===== src/design/assert_macros.svh =====
// Assertion macros used by the cipher controller.
`ifndef ASSERT_MACROS_SVH
`define ASSERT_MACROS_SVH

// Checks that an antecedent implies a consequent in the same cycle.
`define ASSERT_IMPLY(label, clk, rst, ante, cons) \
   label: assert property (@(posedge clk) disable iff (rst) (ante) |-> (cons)) \
      else $error("assertion failed");

// Checks that an antecedent implies a consequent in the next cycle.
`define ASSERT_NEXT(label, clk, rst, ante, cons) \
   label: assert property (@(posedge clk) disable iff (rst) (ante) |=> (cons)) \
      else $error("assertion failed");

`endif


===== src/design/aesctr_pkg.sv =====
// Package with shared types, constants and functions of the AES-128 CTR cipher.
package aesctr_pkg;

   localparam int unsigned DataWidth = 8;
   localparam int unsigned CsrWidth = 64;
   localparam int unsigned CsrIndexWidth = 2;
   localparam int unsigned NumRounds = 10;

   localparam logic [CsrIndexWidth-1:0] CSR_KEY_HIGH = 2'd0;
   localparam logic [CsrIndexWidth-1:0] CSR_KEY_LOW = 2'd1;
   localparam logic [CsrIndexWidth-1:0] CSR_NONCE_HIGH = 2'd2;
   localparam logic [CsrIndexWidth-1:0] CSR_NONCE_LOW = 2'd3;

   typedef struct packed {
      logic load;      // Load key and counter from the registers, reset byte position.
      logic start;     // Begin encrypting the current counter.
      logic step;      // Consume one byte of keystream.
      logic finish;    // Close the message.
   } dp_cmd_type;

   typedef struct packed {
      logic busy;      // The round unit is working on a block.
      logic ks_ready;  // Keystream for the current block is valid.
   } dp_status_type;

   function automatic logic [7:0] sbox(input logic [7:0] a);
      logic [7:0] t [256];
      t = '{
         8'h63,8'h7c,8'h77,8'h7b,8'hf2,8'h6b,8'h6f,8'hc5,8'h30,8'h01,8'h67,8'h2b,8'hfe,8'hd7,8'hab,8'h76,
         8'hca,8'h82,8'hc9,8'h7d,8'hfa,8'h59,8'h47,8'hf0,8'had,8'hd4,8'ha2,8'haf,8'h9c,8'ha4,8'h72,8'hc0,
         8'hb7,8'hfd,8'h93,8'h26,8'h36,8'h3f,8'hf7,8'hcc,8'h34,8'ha5,8'he5,8'hf1,8'h71,8'hd8,8'h31,8'h15,
         8'h04,8'hc7,8'h23,8'hc3,8'h18,8'h96,8'h05,8'h9a,8'h07,8'h12,8'h80,8'he2,8'heb,8'h27,8'hb2,8'h75,
         8'h09,8'h83,8'h2c,8'h1a,8'h1b,8'h6e,8'h5a,8'ha0,8'h52,8'h3b,8'hd6,8'hb3,8'h29,8'he3,8'h2f,8'h84,
         8'h53,8'hd1,8'h00,8'hed,8'h20,8'hfc,8'hb1,8'h5b,8'h6a,8'hcb,8'hbe,8'h39,8'h4a,8'h4c,8'h58,8'hcf,
         8'hd0,8'hef,8'haa,8'hfb,8'h43,8'h4d,8'h33,8'h85,8'h45,8'hf9,8'h02,8'h7f,8'h50,8'h3c,8'h9f,8'ha8,
         8'h51,8'ha3,8'h40,8'h8f,8'h92,8'h9d,8'h38,8'hf5,8'hbc,8'hb6,8'hda,8'h21,8'h10,8'hff,8'hf3,8'hd2,
         8'hcd,8'h0c,8'h13,8'hec,8'h5f,8'h97,8'h44,8'h17,8'hc4,8'ha7,8'h7e,8'h3d,8'h64,8'h5d,8'h19,8'h73,
         8'h60,8'h81,8'h4f,8'hdc,8'h22,8'h2a,8'h90,8'h88,8'h46,8'hee,8'hb8,8'h14,8'hde,8'h5e,8'h0b,8'hdb,
         8'he0,8'h32,8'h3a,8'h0a,8'h49,8'h06,8'h24,8'h5c,8'hc2,8'hd3,8'hac,8'h62,8'h91,8'h95,8'he4,8'h79,
         8'he7,8'hc8,8'h37,8'h6d,8'h8d,8'hd5,8'h4e,8'ha9,8'h6c,8'h56,8'hf4,8'hea,8'h65,8'h7a,8'hae,8'h08,
         8'hba,8'h78,8'h25,8'h2e,8'h1c,8'ha6,8'hb4,8'hc6,8'he8,8'hdd,8'h74,8'h1f,8'h4b,8'hbd,8'h8b,8'h8a,
         8'h70,8'h3e,8'hb5,8'h66,8'h48,8'h03,8'hf6,8'h0e,8'h61,8'h35,8'h57,8'hb9,8'h86,8'hc1,8'h1d,8'h9e,
         8'he1,8'hf8,8'h98,8'h11,8'h69,8'hd9,8'h8e,8'h94,8'h9b,8'h1e,8'h87,8'he9,8'hce,8'h55,8'h28,8'hdf,
         8'h8c,8'ha1,8'h89,8'h0d,8'hbf,8'he6,8'h42,8'h68,8'h41,8'h99,8'h2d,8'h0f,8'hb0,8'h54,8'hbb,8'h16};
      return t[a];
   endfunction

   function automatic logic [7:0] xtime(input logic [7:0] v);
      return {v[6:0], 1'b0} ^ (v[7] ? 8'h1b : 8'h00);
   endfunction

endpackage


===== src/design/aesctr_control.sv =====
// Controller of the cipher: message framing and byte handshake sequencing.
`include "assert_macros.svh"
module aesctr_control (
   input  logic                       clock,
   input  logic                       reset,
   input  logic                       req_valid,
   input  logic                       req_final,
   output logic                       req_stall,
   output logic                       rsp_valid,
   input  logic                       rsp_stall,
   input  aesctr_pkg::dp_status_type  status,
   output aesctr_pkg::dp_cmd_type     cmd,
   output logic                       take
);
   import aesctr_pkg::*;

   typedef enum logic [1:0] {
      ST_IDLE,
      ST_START,
      ST_RUN,
      ST_OUT
   } state_type;

   state_type state_ff, state_in;
   logic      last_ff, last_in;

   always_comb begin
      state_in = state_ff;
      last_in = last_ff;
      cmd = '0;
      take = 1'b0;
      unique case (state_ff)
         ST_IDLE: begin
            if (req_valid) begin
               cmd.load = 1'b1;
               state_in = ST_START;
            end
         end
         ST_START: begin
            cmd.start = 1'b1;
            state_in = ST_RUN;
         end
         ST_RUN: begin
            if (status.ks_ready && req_valid) begin
               take = 1'b1;
               last_in = req_final;
               state_in = ST_OUT;
            end else if (!status.ks_ready && !status.busy) begin
               state_in = ST_START;
            end
         end
         ST_OUT: begin
            if (!rsp_stall) begin
               cmd.step = 1'b1;
               cmd.finish = last_ff;
               state_in = last_ff ? ST_IDLE : ST_RUN;
            end
         end
         default: state_in = ST_IDLE;
      endcase
   end

   always_ff @(posedge clock) begin
      if (reset) begin
         state_ff <= ST_IDLE;
         last_ff <= 1'b0;
      end else begin
         state_ff <= state_in;
         last_ff <= last_in;
      end
   end

   assign req_stall = !(state_ff == ST_RUN && status.ks_ready);
   assign rsp_valid = (state_ff == ST_OUT);

   `ASSERT_IMPLY(a_take_needs_ks, clock, reset, take, status.ks_ready && !status.busy)
   `ASSERT_NEXT(a_take_goes_out, clock, reset, take, state_ff == ST_OUT)
   `ASSERT_IMPLY(a_no_start_busy, clock, reset, cmd.start, !status.busy)

endmodule


===== config.mk =====
export PLATFORM = sky130hd
export DESIGN_NAME = aesctr_control
export DESIGN_NICKNAME = d
export VERILOG_FILES = /design/src/design/aesctr_pkg.sv /design/src/design/aesctr_control.sv
export VERILOG_INCLUDE_DIRS = /design/src /design/src/design
export SDC_FILE = /design/constraint.sdc
export NUM_CORES = 1
export LEC_CHECK = 0
export ABC_CLOCK_PERIOD_IN_PS = 1200
export CORE_AREA = 5 5 42 44
export DETAILED_ROUTE_END_ITERATION = 10
export DIE_AREA = 0 0 47 49
export DONT_BUFFER_PORTS = 1
export PLACE_DENSITY_LB_ADDON = 0.15
export SLEW_MARGIN = 0
export SYNTH_ARGS = -nofsm -noshare
export SYNTH_HDL_FRONTEND = slang
export SYNTH_SLANG_ARGS = --single-unit

===== constraint.sdc =====
create_clock -name clock -period 1.2 [get_ports clock]
set_clock_uncertainty 0.1 [all_clocks]
set_input_delay 0.06 -clock clock [delete_from_list [all_inputs] [get_ports clock]]
set_output_delay 0.06 -clock clock [all_outputs]
set_load 0.02 [all_outputs]

==> summary.md <==
| Metric | Value |
|---|---|
| Total grt overflow | `0` |
| Die area | `2303 µm²` |
| Syn Area/Cell | `7.157 µm²` |
| Fin nets | `46` |
| Initial antenna violation count | `0` |
| Max frequency | `880.5 MHz` |
| Required @ worst endpoint | `1040 ps` |
| Mapped cell area | `178.9 µm²` |
| Cells after Synth | `25` |
| Status | `finished clean` |
| Core Box Area | `1401 µm²` |
| Chip width | `47 µm` |
| Sequential fraction of the synthesis area | `33.57%` |
| Fin util | `22.86%` |
| Slowest cell on crit path | `dfxtp_4` |
| Sink Count | `3` |
| Gpl congestion | `0.5994` |
| Gr usage total | `5.700%` |
| Hold Fails Final Rpt | `0` |
| Root buf cell | `clkbuf_4` |
| Element type at the critical path end | `output port` |
| DRT Pass-1 Iters | `1` |
| Headroom to the max-slew limit | `86.10%` |
| Largest stage delay, worst path | `370 ps` |
| Pre-CTS WS | `105.4 ps` |
| First-pass GRT wire length | `917 µm` |
| Power Density | `1082 nW/µm²` |
| # diodes | `0` |
| WL final | `549 µm` |
| Simple-Gate Fraction of Synth Area | `38.46%` |
| Routed via count | `213` |
| Detail Route Antenna Nets | `0` |
| Final TNS setup | `0 ps` |
| Static Leakage | `0.1383 nW` |
| Clk slew on worst S/H paths | `30 ps` |
| CP max FO | `8` |
| Fin crit share | `94.64%` |
| Met1 wire length | `191 µm` |
| Max Cap Viol | `0` |
| Startpoint types | `flip-flop` |
| Worst Path Buf+Inv | `0` |
| Num CTS Buffers | `3` |
| Register area | `67.56 µm²` |
| Worst-Margin Slew | `208.1 ps` |
| Share of cells above drive strength 1 | `31.58%` |
| Met3 wire len | `23 µm` |
| Flop2flop setup slack | `170 ps` |
| IO Pins | `14` |
| Largest family of logic cells by synthesized area | `simple AND/OR/NAND/NOR gates` |
| Critical Path AT | `980 ps` |
| Hold WC Path Type | `in -> reg` |
| Area of the multi-input gates | `112.6 µm²` |
| Post-synthesis cell type count | `14` |
| Fraction of the mapped netlist area in adder cells | `0%` |
| Final worst slack | `64.32 ps` |
| Largest net degree at the start of global routing | `9` |
| CTS tree | `built` |
| Initial Util | `12.77%` |
| Row count | `14` |
| DR DRC count | `0` |
| Syn Nets | `32` |
| RSZ-0062 raised after global routing | `no` |
| Depth of the CTS H-tree | `1` |
| Cell Chain, Critical Path | `nand2_1, nor2_2, and2_4` |
| Crit path time final | `1136 ps` |
| Die H | `49 µm` |
| #FFs+latches synth | `3` |
| Wire per inst | `10.17 µm` |
| Delay-heaviest family, CP | `simple AND/OR/NAND/NOR gates` |
| # fillers | `168` |
| Peak supply drop | `401.4 µV` |
| Vias in the first global route | `239` |
| Complex-gate fraction of the synthesized area | `16.08%` |
| I/O Buffers | `0` |
| Critical path class | `reg -> out` |
| DR WL met2 | `335 µm` |
| DP Wirelength | `450.7 µm` |
| Final setup fails | `0` |
| 1st-iter DRT viols | `0` |
| CTS Buffer Depth | `2` |
| Highest routed layer | `met3` |
| Slew Viols, Final | `0` |
| Synth Area in XOR/XNOR | `0%` |
| Mean number of vias per cell | `3.944` |
| Mux contribution to synthesized area | `5.594%` |
| Worst-Skew Late Latency | `230 ps` |
| Area growth from synthesis to layout | `79.02%` |
| Synth Warn # | `0` |
## power by group
part	leakage, nW	switching, mW	total [mW]	internal, mW
logic	0.0974	0.0292	0.0623	0.0331
clock network	0.0150	0.0456	0.170	0.124
registers	0.0259	0.00938	0.115	0.105
total	0.138	0.0842	0.347	0.263
## area by class of cell
type / count / area share, %
sequential: 3 / 21.09
inverter: 3 / 3.516
tap: 16 / 6.250
multi-input combinational: 19 / 35.16
clock buffer: 4 / 8.203
timing repair buffer: 9 / 25.78
## flip-flops by register name (all words and copies together), names as in the netlist
signal and cells:
last_ff 1, state_ff 2
## routing by layer
metal | GRT usage [%] | vias to the layer above
met5 | 0 | -
met4 | 4.147 | 0
met3 | 2.583 | 0
met2 | 9.729 | 4
met1 | 4.825 | 99
li1 | - | 110
## what timing repair did
item | 4_1_cts | 5_1_grt
pin swaps | 0 | 0
setup buffers | 0 | 0
setup endpoints to repair | 4 | 2
hold buffers | 6 | 0
resized for setup | 4 | 3
endpoints found under the hold margin | 3 | 0
## tightest hold or removal path, delay by kind of cell
family,cells,cell delay [ps]
compound gates,2,230
simple gates,1,20
## path summary, 6_finish.rpt
check / startpoint / end / depth (start not counted)
worst max-delay path: state_ff[1] / cmd[0] / 3
worst min-delay path: status[1] / state_ff[0] / 3
worst max register to register: state_ff[0] / last_ff / 3
worst min register to register: state_ff[1] / state_ff[0] / 2
## cell usage after synthesis
master    number  area share [%]
nand4b_1       1             4.9
a21oi_1        2             5.6
o21ai_1        2             5.6
nor3b_1        1             4.2
nor2b_2        1             4.9
nand3_1        1             2.8
nand2_1        3             6.3
and2_1         1             3.5
mux2i_1        1             5.6
dfxtp_1        3              34
inv_1          3             6.3
nor2_1         4             8.4
a32oi_1        1             4.9
nand2b_1       1             3.5
## per-stage QoR
step / total power [mW] / hold WS [ps] / cells / area [µm²]
2_1_floorplan: 0.1469 / 29.07 / 25 / 181.4
3_3_place_gp: 0.1619 / 34.05 / 44 / 224.0
3_5_place_dp: 0.1619 / 37.59 / 44 / 224.0
4_1_cts: 0.3613 / 31.99 / 54 / 315.3
5_1_grt: 0.3705 / 65.19 / 54 / 320.3
6_report: 0.3467 / 35.24 / 54 / 320.3
## kinds of logic (layout without fill, tap and decap cells)
group | Yosys count | in the layout
muxes | 1 | 1
buffers and inverters | 3 | 16
AOI/OAI and AO/OA | 5 | 5
DFF | 3 | 3
and+or+nand+nor | 13 | 13
## cell usage in the layout, fill, tap and decap left out, drive strengths merged
cell / instances
nand2: 3
dlygate4sd3: 6
o21ai: 2
clkbuf: 4
inv: 3
nor2b: 1
and2: 1
nand2b: 1
dfxtp: 3
buf: 3
nand4b: 1
nand3: 1
a21oi: 2
mux2i: 1
nor2: 4
nor3b: 1
a32oi: 1
Power figures use the tool's default switching activity.
